**src/ehc_pkg.sv**
```systemverilog
`timescale 1ns / 1ps

package ehc_pkg;

  // frame header window and length counter
  localparam int HDR_DEPTH     = 22;
  localparam int LEN_WIDTH_DEF = 16;

  // ethernet header layout
  localparam int BASE_HDR_LEN = 14;
  localparam int VLAN_HDR_LEN = 18;
  localparam int QINQ_HDR_LEN = 22;
  localparam int DST_MAC_LEN  = 6;
  localparam int SRC_MAC_LEN  = 12;
  localparam int TAG_WORD_LEN = 16;

  localparam logic [15:0] TPID_VLAN     = 16'h8100;
  localparam logic [15:0] TPID_QINQ_OLD = 16'h9100;
  localparam logic [15:0] ETYPE_NONE    = 16'hFFFF;

  localparam logic [4:0] OFF_NONE = 5'd0;
  localparam logic [4:0] OFF_BASE = 5'd14;
  localparam logic [4:0] OFF_VLAN = 5'd18;
  localparam logic [4:0] OFF_QINQ = 5'd22;

  // configuration register map, 8-byte stride
  localparam int CFG_ADDR_W = 5;
  localparam int CFG_DATA_W = 64;

  typedef enum logic [1:0] {
    REG_DST_MAC  = 2'd0,
    REG_SRC_MAC  = 2'd1,
    REG_TAG_WORD = 2'd2
  } cfg_idx_t;

  typedef struct packed {
    logic [47:0] dst_mac;
    logic [47:0] src_mac;
    logic [31:0] tag_word;
  } cfg_regs_t;

  typedef logic [HDR_DEPTH-1:0][7:0] hdr_t;

  typedef struct packed {
    logic [7:0] data_byte;
    logic       last;
  } in_item_t;

  typedef struct packed {
    logic [15:0] ether_type;
    logic [4:0]  payload_offset;
    logic [15:0] payload_length;
    logic        dst_match;
    logic        src_match;
    logic        tag_match;
  } out_item_t;

endpackage

```
**src/ehc_cfg.sv**
```systemverilog
`timescale 1ns / 1ps

module ehc_cfg import ehc_pkg::*; (
  input  logic                  clk,
  input  logic                  rst_n,
  input  logic                  psel,
  input  logic                  penable,
  input  logic                  pwrite,
  input  logic [CFG_ADDR_W-1:0] paddr,
  input  logic [CFG_DATA_W-1:0] pwdata,
  output logic [CFG_DATA_W-1:0] prdata,
  output logic                  pready,
  output cfg_regs_t             cfg
);

  cfg_regs_t cfg_r;
  cfg_regs_t cfg_nxt;
  cfg_idx_t  reg_idx;
  logic      wr_en;

  assign reg_idx = cfg_idx_t'(paddr[CFG_ADDR_W-1:3]);
  assign wr_en   = psel && penable && pwrite;
  assign pready  = 1'b1;
  assign cfg     = cfg_r;

  always_comb begin
    cfg_nxt = cfg_r;
    prdata  = '0;
    unique case (reg_idx)
      REG_DST_MAC: begin
        prdata = {16'h0, cfg_r.dst_mac};
        if (wr_en) cfg_nxt.dst_mac = pwdata[47:0];
      end
      REG_SRC_MAC: begin
        prdata = {16'h0, cfg_r.src_mac};
        if (wr_en) cfg_nxt.src_mac = pwdata[47:0];
      end
      REG_TAG_WORD: begin
        prdata = {32'h0, cfg_r.tag_word};
        if (wr_en) cfg_nxt.tag_word = pwdata[31:0];
      end
      default: begin
        prdata = '0;
      end
    endcase
  end

  always_ff @(posedge clk) begin
    if (!rst_n) begin
      cfg_r <= '0;
    end else begin
      cfg_r <= cfg_nxt;
    end
  end

endmodule

```
**src/ehc_capture.sv**
```systemverilog
`timescale 1ns / 1ps

module ehc_capture import ehc_pkg::*; #(
  parameter int LEN_WIDTH = LEN_WIDTH_DEF
) (
  input  logic                 clk,
  input  logic                 rst_n,
  input  logic                 in_valid,
  output logic                 in_stall,
  input  in_item_t             in_data,
  input  logic                 take,
  output logic                 frame_done,
  output logic [LEN_WIDTH-1:0] frame_len,
  output hdr_t                 hdr
);

  localparam logic [LEN_WIDTH-1:0] CNT_MAX = {LEN_WIDTH{1'b1}};

  logic [LEN_WIDTH-1:0] count_r, count_nxt;
  logic [LEN_WIDTH-1:0] len_r, len_nxt;
  logic                 done_r, done_nxt;
  logic [LEN_WIDTH-1:0] count_inc;
  logic                 accept;
  hdr_t                 hdr_r;

  // a finished frame holds the header until the result register takes it
  assign in_stall   = done_r && !take;
  assign accept     = in_valid && !in_stall;
  assign count_inc  = (count_r == CNT_MAX) ? count_r : count_r + 1'b1;
  assign frame_done = done_r;
  assign frame_len  = len_r;
  assign hdr        = hdr_r;

  always_comb begin
    count_nxt = count_r;
    len_nxt   = len_r;
    done_nxt  = done_r && !take;
    if (accept) begin
      if (in_data.last) begin
        count_nxt = '0;
        len_nxt   = count_inc;
        done_nxt  = 1'b1;
      end else begin
        count_nxt = count_inc;
      end
    end
  end

  always_ff @(posedge clk) begin
    if (!rst_n) begin
      count_r <= '0;
      done_r  <= 1'b0;
    end else begin
      count_r <= count_nxt;
      done_r  <= done_nxt;
    end
  end

  always_ff @(posedge clk) begin
    len_r <= len_nxt;
    for (int i = 0; i < HDR_DEPTH; i++) begin
      if (accept && count_r == LEN_WIDTH'(i)) hdr_r[i] <= in_data.data_byte;
    end
  end

  a_stall_only_when_holding: assert property (@(posedge clk) disable iff (!rst_n)
    in_stall |-> done_r)
    else $error("input stalled with no finished frame waiting");

endmodule

```
**src/ehc_classify.sv**
```systemverilog
`timescale 1ns / 1ps

module ehc_classify import ehc_pkg::*; #(
  parameter int LEN_WIDTH = LEN_WIDTH_DEF
) (
  input  logic                 clk,
  input  logic                 rst_n,
  input  logic                 frame_done,
  input  logic [LEN_WIDTH-1:0] frame_len,
  input  hdr_t                 hdr,
  input  cfg_regs_t            cfg,
  output logic                 take,
  output logic                 out_valid,
  input  logic                 out_stall,
  output out_item_t            out_data
);

  logic                 out_valid_r, out_valid_nxt;
  out_item_t            out_data_r;
  out_item_t            res;
  logic [15:0]          outer;
  logic                 is_qinq, is_vlan;
  logic                 ge_base, ge_vlan, ge_qinq, gt_base, gt_vlan, gt_qinq;
  logic [LEN_WIDTH-1:0] plen;

  assign take      = !out_valid_r || !out_stall;
  assign out_valid = out_valid_r;
  assign out_data  = out_data_r;

  assign outer   = {hdr[12], hdr[13]};
  assign is_qinq = (outer == TPID_QINQ_OLD);
  assign is_vlan = (outer == TPID_VLAN);
  assign ge_base = frame_len >= LEN_WIDTH'(BASE_HDR_LEN);
  assign ge_vlan = frame_len >= LEN_WIDTH'(VLAN_HDR_LEN);
  assign ge_qinq = frame_len >= LEN_WIDTH'(QINQ_HDR_LEN);
  assign gt_base = frame_len >  LEN_WIDTH'(BASE_HDR_LEN);
  assign gt_vlan = frame_len >  LEN_WIDTH'(VLAN_HDR_LEN);
  assign gt_qinq = frame_len >  LEN_WIDTH'(QINQ_HDR_LEN);

  always_comb begin
    res = '0;

    if (!ge_base) res.ether_type = ETYPE_NONE;
    else if (is_qinq && ge_qinq) res.ether_type = {hdr[20], hdr[21]};
    else if (is_vlan && ge_vlan) res.ether_type = {hdr[16], hdr[17]};
    else res.ether_type = outer;

    // a tag is stripped from the payload only when payload remains past it
    if (!gt_base) res.payload_offset = OFF_NONE;
    else if (is_qinq && gt_qinq) res.payload_offset = OFF_QINQ;
    else if (is_vlan && gt_vlan) res.payload_offset = OFF_VLAN;
    else res.payload_offset = OFF_BASE;

    plen = frame_len - LEN_WIDTH'(res.payload_offset);
    res.payload_length = gt_base ? 16'(plen) : 16'h0;

    res.dst_match = (frame_len >= LEN_WIDTH'(DST_MAC_LEN)) &&
                    ({hdr[0], hdr[1], hdr[2], hdr[3], hdr[4], hdr[5]} == cfg.dst_mac);
    res.src_match = (frame_len >= LEN_WIDTH'(SRC_MAC_LEN)) &&
                    ({hdr[6], hdr[7], hdr[8], hdr[9], hdr[10], hdr[11]} == cfg.src_mac);
    res.tag_match = (frame_len >= LEN_WIDTH'(TAG_WORD_LEN)) &&
                    ({hdr[12], hdr[13], hdr[14], hdr[15]} == cfg.tag_word);
  end

  assign out_valid_nxt = take ? frame_done : out_valid_r;

  always_ff @(posedge clk) begin
    if (!rst_n) begin
      out_valid_r <= 1'b0;
    end else begin
      out_valid_r <= out_valid_nxt;
    end
  end

  always_ff @(posedge clk) begin
    if (take) out_data_r <= res;
  end

  a_done_reaches_output: assert property (@(posedge clk) disable iff (!rst_n)
    frame_done && take |=> out_valid_r)
    else $error("finished frame did not reach the result register");

  a_offset_legal: assert property (@(posedge clk) disable iff (!rst_n)
    out_valid_r |-> (out_data_r.payload_offset == OFF_NONE ||
                     out_data_r.payload_offset == OFF_BASE ||
                     out_data_r.payload_offset == OFF_VLAN ||
                     out_data_r.payload_offset == OFF_QINQ))
    else $error("payload offset outside the header layouts");

  a_offset_length_agree: assert property (@(posedge clk) disable iff (!rst_n)
    out_valid_r |-> ((out_data_r.payload_offset == OFF_NONE) ==
                     (out_data_r.payload_length == 16'h0)))
    else $error("payload offset and length disagree on payload presence");

endmodule

```
**src/ethernet_header_classifier.sv**
```systemverilog
// result path: after the transfer of a frame's last byte its result passes the header
// capture register, then the result register, and waits while out_stall holds
// throughput: one byte per cycle, frames back to back; the input stalls only when a
// finished frame and an unread result are both waiting and out_stall is high
// reset: synchronous rst_n clears the byte count, valid flags and configuration registers;
// the 22-byte header store is not reset, bytes past the frame length are never used
`timescale 1ns / 1ps

module ethernet_header_classifier import ehc_pkg::*; #(
  parameter int LEN_WIDTH = LEN_WIDTH_DEF
) (
  input  logic                  clk,
  input  logic                  rst_n,

  // byte stream in
  input  logic                  in_valid,
  output logic                  in_stall,
  input  in_item_t              in_data,

  // one result per frame out
  output logic                  out_valid,
  input  logic                  out_stall,
  output out_item_t             out_data,

  // register port: dst_mac at 0x00, src_mac at 0x08, tag_word at 0x10
  input  logic                  psel,
  input  logic                  penable,
  input  logic                  pwrite,
  input  logic [CFG_ADDR_W-1:0] paddr,
  input  logic [CFG_DATA_W-1:0] pwdata,
  output logic [CFG_DATA_W-1:0] prdata,
  output logic                  pready
);

  cfg_regs_t            cfg;
  logic                 take;
  logic                 frame_done;
  logic [LEN_WIDTH-1:0] frame_len;
  hdr_t                 hdr;

  // configuration registers; the user must write them only between frames, the block does not enforce it
  ehc_cfg u_cfg (
    .clk     (clk),
    .rst_n   (rst_n),
    .psel    (psel),
    .penable (penable),
    .pwrite  (pwrite),
    .paddr   (paddr),
    .pwdata  (pwdata),
    .prdata  (prdata),
    .pready  (pready),
    .cfg     (cfg)
  );

  // byte count, header window capture, frame length at the last byte
  ehc_capture #(
    .LEN_WIDTH (LEN_WIDTH)
  ) u_capture (
    .clk        (clk),
    .rst_n      (rst_n),
    .in_valid   (in_valid),
    .in_stall   (in_stall),
    .in_data    (in_data),
    .take       (take),
    .frame_done (frame_done),
    .frame_len  (frame_len),
    .hdr        (hdr)
  );

  // tag decode, payload offset/length and address matches into the result register;
  // the capture stage keeps its finished frame until this register takes it
  ehc_classify #(
    .LEN_WIDTH (LEN_WIDTH)
  ) u_classify (
    .clk        (clk),
    .rst_n      (rst_n),
    .frame_done (frame_done),
    .frame_len  (frame_len),
    .hdr        (hdr),
    .cfg        (cfg),
    .take       (take),
    .out_valid  (out_valid),
    .out_stall  (out_stall),
    .out_data   (out_data)
  );

endmodule

```
**config.mk**
```make
export PLATFORM = sky130hd
export DESIGN_NAME = ethernet_header_classifier
export DESIGN_NICKNAME = d
export VERILOG_FILES = /design/src/ehc_pkg.sv /design/src/ehc_cfg.sv /design/src/ehc_capture.sv /design/src/ehc_classify.sv /design/src/ethernet_header_classifier.sv
export SDC_FILE = /design/constraint.sdc
export NUM_CORES = 1
export LEC_CHECK = 0
export BUFFER_PORTS_ARGS = -buffer_cell sky130_fd_sc_hd__buf_2
export CELL_PAD_IN_SITES_DETAIL_PLACEMENT = 0
export CELL_PAD_IN_SITES_GLOBAL_PLACEMENT = 1
export CORE_MARGIN = 2
export CORE_UTILIZATION = 34
export DETAILED_ROUTE_END_ITERATION = 7
export PLACE_DENSITY = 0.64
export SLEW_MARGIN = 5
export SYNTH_ARGS = -nofsm -noshare
export SYNTH_HDL_FRONTEND = slang
export SYNTH_SLANG_ARGS = --single-unit
```
**constraint.sdc**
```tcl
create_clock -name clk -period 4.4 [get_ports clk]
set_input_delay 0.88 -clock clk [delete_from_list [all_inputs] [get_ports clk]]
set_output_delay 0.88 -clock clk [all_outputs]
set_load 0.03 [all_outputs]
```
* Word level (Yosys, flattened, before mapping)
Index checks and enable logic that the tools add are counted.
** Cells by class
- $add $sub $neg :: 2
- Magnitude comparators :: 9
- Equal/unequal tests :: 27
- Muxes and demuxes :: 10
- Reductions and logical operators :: 42
** Operators by type and width (count)
- 48-bit one-hot mux with 3 select lines :: 1
- 16-bit by 4-bit == test with 1-bit output, second input constant :: 8
- 48-bit == test :: 2
- 16-bit by 3-bit == test with 1-bit output, second input constant :: 4
- 16-bit by 5-bit == test with 1-bit output, second input constant :: 4
- 16-bit 2-to-1 mux :: 4
- 16-bit == test, second input constant :: 3
- 16-bit by 5-bit greater-or-equal comparator with 1-bit output, second input constant :: 3
- 16-bit by 2-bit == test with 1-bit output, second input constant :: 2
- 32-bit == test :: 1
- 16-bit by 4-bit greater-or-equal comparator with 1-bit output, second input constant :: 2
- 16-bit by 5-bit > comparator with 1-bit output, second input constant :: 2
- 1-bit logical AND :: 31
- 16-bit by 1-bit adder with 16-bit output, second input constant :: 1
- 16-bit by 1-bit == test with 1-bit output, second input constant :: 1
- 16-bit by 3-bit greater-or-equal comparator with 1-bit output, second input constant :: 1
- 16-bit by 4-bit > comparator with 1-bit output, second input constant :: 1
- 16-bit zero test :: 1
- 16-bit by 5-bit subtractor with 16-bit output :: 1
- 5-bit 2-to-1 mux :: 3
- 2-bit AND reduction :: 4
- 1-bit zero test :: 4
- 2-bit by 1-bit == test with 1-bit output, second input constant :: 1
- 2-bit == test, second input constant :: 1
- 3 further kinds :: 4
** Storage, ports and cells
- Bits in registers :: 362
- Bits of input ports :: 85
- Output and inout port bits :: 107

* Depth between registers and ports, before layout
- Depth in word-level cells :: 7
- Gate-level depth with buffers :: 15

* Hierarchy
Synthesis repeated with hierarchy kept, for this count alone.
** Unflattened totals
- Cell total of the unflattened synthesis :: 1409
- Area total of the unflattened synthesis :: 16469.5 sq um
** By module, submodules not included
- ehc_capture :: instances 1, cells each 410, area each 7234.4 sq um, sequential area each 6105.9 sq um
- ehc_cfg :: instances 1, cells each 634, area each 5728.0 sq um, sequential area each 2562.5 sq um
- ehc_classify :: instances 1, cells each 365, area each 3507.1 sq um, sequential area each 1191.1 sq um

* Worst setup path after synthesis
Ideal clock, no wire load.
- Path kind :: register -> register
- From :: register u_capture.len_r[9] (netlist: u_capture.frame_len[9])
- To :: register u_classify.out_data_r, in the netlist u_classify.out_data[15], data pin
- Setup time :: 146 ps
- Arrival :: 3446 ps
- Required time :: 4254 ps
- Slack :: 808 ps
- Cell stages (with the launch flop) :: 14
- Buffers on the path :: 1
- Period minus slack after synthesis :: 3592 ps
- Cells stage by stage :: edfxtp_1 or4_4 or3_4 nor2_1 and2_1 buf_4 inv_2 o21ai_0 ha_1 nor2b_1 o21ai_0 a21boi_0 or4b_2 a21oi_1
** RTL lines
- start, declared :: RTL line ehc_capture.sv:20 : logic [LEN_WIDTH-1:0] len_r, len_nxt;
- start signal, assigned :: RTL line ehc_capture.sv:60 : len_r <= len_nxt;
- 16-bit by 4-bit > comparator with 1-bit output * :: RTL line ehc_classify.sv:36 : assign gt_base = frame_len > LEN_WIDTH'(BASE_HDR_LEN);
- via u_classify.gt_base :: RTL line ehc_classify.sv:23 : logic ge_base, ge_vlan, ge_qinq, gt_base, gt_vlan, gt_qinq;
- 5-bit 2-to-1 mux :: RTL line ehc_classify.sv:49 : if (!gt_base) res.payload_offset = OFF_NONE;
- 16-bit by 5-bit subtractor with 16-bit output :: RTL line ehc_classify.sv:54 : plen = frame_len - LEN_WIDTH'(res.payload_offset);
- end signal, assigned :: RTL line ehc_classify.sv:76 : if (take) out_data_r <= res;
- end, declared :: RTL line ehc_classify.sv:19 : out_item_t out_data_r;
Mark *: on every way through the listed nets, which the timed path passes. The rest lies on a longest branch.
A chain may end at the register's enable or synchronous reset.

* Worst setup path in the final report
- From :: register u_capture.len_r[8] (netlist: u_capture.frame_len[8])
- To :: register u_classify.out_data_r, in the netlist u_classify.out_data[15], data pin
Same word-level chain as after synthesis.

==> qor.csv <==
stage,metric,value,unit
setup_path,arrival,4.30,ns
logic_synthesis,synth-seq-area-share,59.04,%
logic_synthesis,yosysWarnings,0,
timing,worst_pin_slew,1.111,ns
place,dp_hpwl,32.81,mm
setup_path,crit_cells,12,
cells_and_area,drive_gt1_share,16.12,%
setup_path,r2r-start,u_capture.frame_len[8],
setup_path,crit_start,u_capture.frame_len[8],
die,die_w,220.2,um
die,die-area,48470,um2
die,initial_core_util,34.27,%
setup_path,path_max_fanout,9,
global_route,overflow,0,
logic_synthesis,synthDistinctLibCells,60,
route,dr.pass1.iters,5,
setup_path,reg2reg_to,u_classify.out_data[15],
timing,finalHoldViolCount,0,
route,wl_per_cell,21.46,um
setup_path,path_class,flop to flop,
global_route,grt_max_degree,69,
setup_path,start_kind,flop,
place,gp_congestion,0.8191,
run,drv_cap,0,
timing,setup_viol,0,
logic_synthesis,synth_ff_type,edfxtp_1,
place,placedCellCount,2165,
global_route,grt_pass1_wl,70.27,mm
pwr,powerDensity,389.9,nW/um2
timing,timing.slew.headroom,25.56,%
clocking,postCtsSetupBuffers,0,
logic_synthesis,synth_area,15890,um2
die,die_y,220.2,um
cells_and_area,stdcell_area,18470,um2
die,rows,79,
clocking,tritoncts,built,
clocking,cts.sinks,361,
setup_path,slowest_stage,or4_1,
setup_path,critPathBufInv,1,
timing,period_share,89.16,%
setup_path,reg2regPathDepth,12,
clocking,cts-root-buf,clkbuf_16,
cells_and_area,fin_cells,2240,
cells_and_area,layout.nets,1694,
setup_path,path_cells,"or4_1, or3_4, nor2_1, and2_1, inv_2, o21ai_0, ha_1, nor2b_1, o21ai_0, a21boi_0, or4b_2, a21oi_1",
die,num_io_pins,192,
timing,maxClockFrequency,0.2549,GHz
place,io_buffers,154,
route,ant_nets,0,
cells_and_area,syn_to_final_growth,16.26,%
clocking,clk_path_buf_depth,3,
global_route,grt_pass1_vias,10699,
setup_path,r2r_setup_slack,0.48,ns
die,core_area,46360,um2
clocking,cts_resized,0,
route,drcViolationCount,0,
outcome,status,"finished, final reports clean",
logic_synthesis,ys_ff_latch,361,
clocking,cts-htree-levels,2,
timing,clock_skew,0.01646,ns
clocking,clkLatencyLatePin,0.55,ns
hold_path,min_path_type,flop to flop,
timing,setup-tns-final,0,ns
logic_synthesis,syn_avg_cell_area,10.87,um2
clocking,cts_buffers,40,
setup_path,critPathRequiredTime,4.78,ns
route,drt_iter0_drc,954,
setup_path,cp-endpoint,u_classify.out_data[15],
global_route,grt_usage,19.72,%
place,placed_area,17220,um2
setup_path,crit_path_frequent_cell,o21ai_0,
timing,min_period,3.923,ns
setup_path,slowest_delay,0.73,ns
pwr,power.leakage,6.645,nW
logic_synthesis,synth-edff-count,215,
pwr,ir_drop,0.2113,mV
logic_synthesis,async_flop_share,0,%
route,wl,48.08,mm
route,via_count,11339,
route,routed_via_density,5.062,
clocking,hold_buffers,0,
logic_synthesis,postSynthCellCount,1462,
timing,rsz0062_at_grt,no,
timing,maxSlewViolCount,0,
clocking,cts.clk_slew.worst_paths,0.06,ns
setup_path,worstSetupEndpointType,flop,
setup_path,crit_family,simple AND/OR/NAND/NOR gates,
global_route,antenna_found_initial,5,
## cells in the final DEF, fill, tap and decap left out, types with 12 or more instances in the layout
master,netlist,routed
a21boi_0,129,129
a21oi_1,38,38
buf_2,4,154
buf_4,21,26
clkbuf_16,0,40
conb_1,2,18
dfxtp_1,146,146
edfxtp_1,215,215
mux2i_1,48,48
nand2_1,328,327
nand3_1,12,12
nand4_1,27,27
nor2_1,67,67
nor4_1,31,31
o21ai_0,47,47
xnor2_1,60,60
xor2_1,87,87
## state kept, by name, indices dropped and copies added (netlist names)
signal                cells
u_capture.count_r        16
u_classify.out_data      39
u_capture.hdr           160
u_capture.frame_len      16
u_capture.frame_done      1
u_classify.out_valid      1
u_cfg.cfg               128
## power by group
| group | switching [mW] | leakage, nW | internal [mW] | total (mW) |
|---|---|---|---|---|
| clock | 1.37 | 0.620 | 1.83 | 3.20 |
| sequential | 0.0338 | 3.18 | 3.62 | 3.65 |
| combinational | 0.251 | 2.85 | 0.101 | 0.352 |
## cells in the mapped netlist (all sizes together) (4+ instances only)
cell type  number  area, um2
nand4          27      168.9
nand3          12      60.06
edfxtp        215       6456
and3            4      25.02
or4             6      48.80
buf            32      211.5
mux2i          48      480.5
nor2           67      251.5
nor4           32      206.5
inv            11      41.29
clkbuf         68      255.2
nor3           11      60.06
a21oi          40      207.7
and2            6      37.54
a31oi          11      68.82
xnor2          60      525.5
a21boi        129      968.4
nor2b           5      31.28
xor2           87      762.0
o31ai           4      30.03
or3            11      77.57
o21ai          48      240.2
nor4b           4      35.03
ha              8      100.1
nand2         328       1231
dfxtp         146       2923
## layer usage
layer  up-vias  wire, um  GRT usage [%]
met4         8       971          5.011
met5         -        52              0
met2       337     21760          30.66
met3        65      3222          3.959
li1       5362         -              -
met1      5567     22080          28.13
## worst reg2reg max path: stages, from the launching register on
cell      delay [ns]
edfxtp_1        0.43
or4_1           0.73
or3_4           0.43
nor2_1          0.13
and2_1          0.19
inv_2           0.06
o21ai_0         0.15
ha_1            0.30
nor2b_1         0.12
o21ai_0         0.22
a21boi_0        0.20
or4b_2          0.63
a21oi_1         0.19
## layout make-up
| type | count | area, um2 |
|---|---|---|
| fillers | 4424 | 27890 |
| flip-flops and latches | 361 | 9379 |
| multi-input cells | 1006 | 6073 |
| clock buffers | 54 | 1101 |
| repair buffers | 180 | 965.9 |
| well taps | 607 | 759.5 |
| clock inverters | 20 | 145.1 |
| inverters | 11 | 41.29 |
| diodes | 1 | 2.502 |
## metrics by stage
stage | util, % | worst slack (ns) | hold WS [ns] | power [mW]
finish | 39.84 | 0.4770 | 0.4888 | 7.201
global route | 39.83 | 0.2366 | 0.5163 | 7.435
CTS | 39.83 | 0.4720 | 0.4947 | 7.273
detailed placement | 37.14 | 0.5181 | 0.4814 | 4.078
global placement | 37.14 | 0.5453 | 0.4680 | 4.074
floorplan | - | 0.8080 | 0.4592 | 3.919
## cell families (layout without fill, tap and decap cells)
group,Yosys count,in the layout,synth area share (%)
other,2,19,0.04728
muxes,48,48,3.025
and+or+nand+nor,525,525,14.67
buffers and inverters,111,265,3.198
AOI/OAI and AO/OA,258,258,11.10
DFF,361,361,59.04
adders and majority gates,10,10,0.8192
xor gates and xnor gates,147,147,8.105
## worst min-delay path by stage
stage / startpoint / endpoint / slack [ns] / depth (start not counted)
floorplan: u_capture.frame_done / u_classify.out_valid / 0.46 / 2
global placement: u_capture.frame_done / u_classify.out_valid / 0.47 / 2
detailed placement: u_capture.frame_done / u_classify.out_valid / 0.48 / 2
CTS: u_capture.frame_done / u_classify.out_valid / 0.49 / 2
global route: u_cfg.cfg[106] / u_cfg.cfg[106] / 0.52 / 2
finish: u_capture.frame_done / u_classify.out_valid / 0.49 / 2
(Power assumes the default switching activity.)
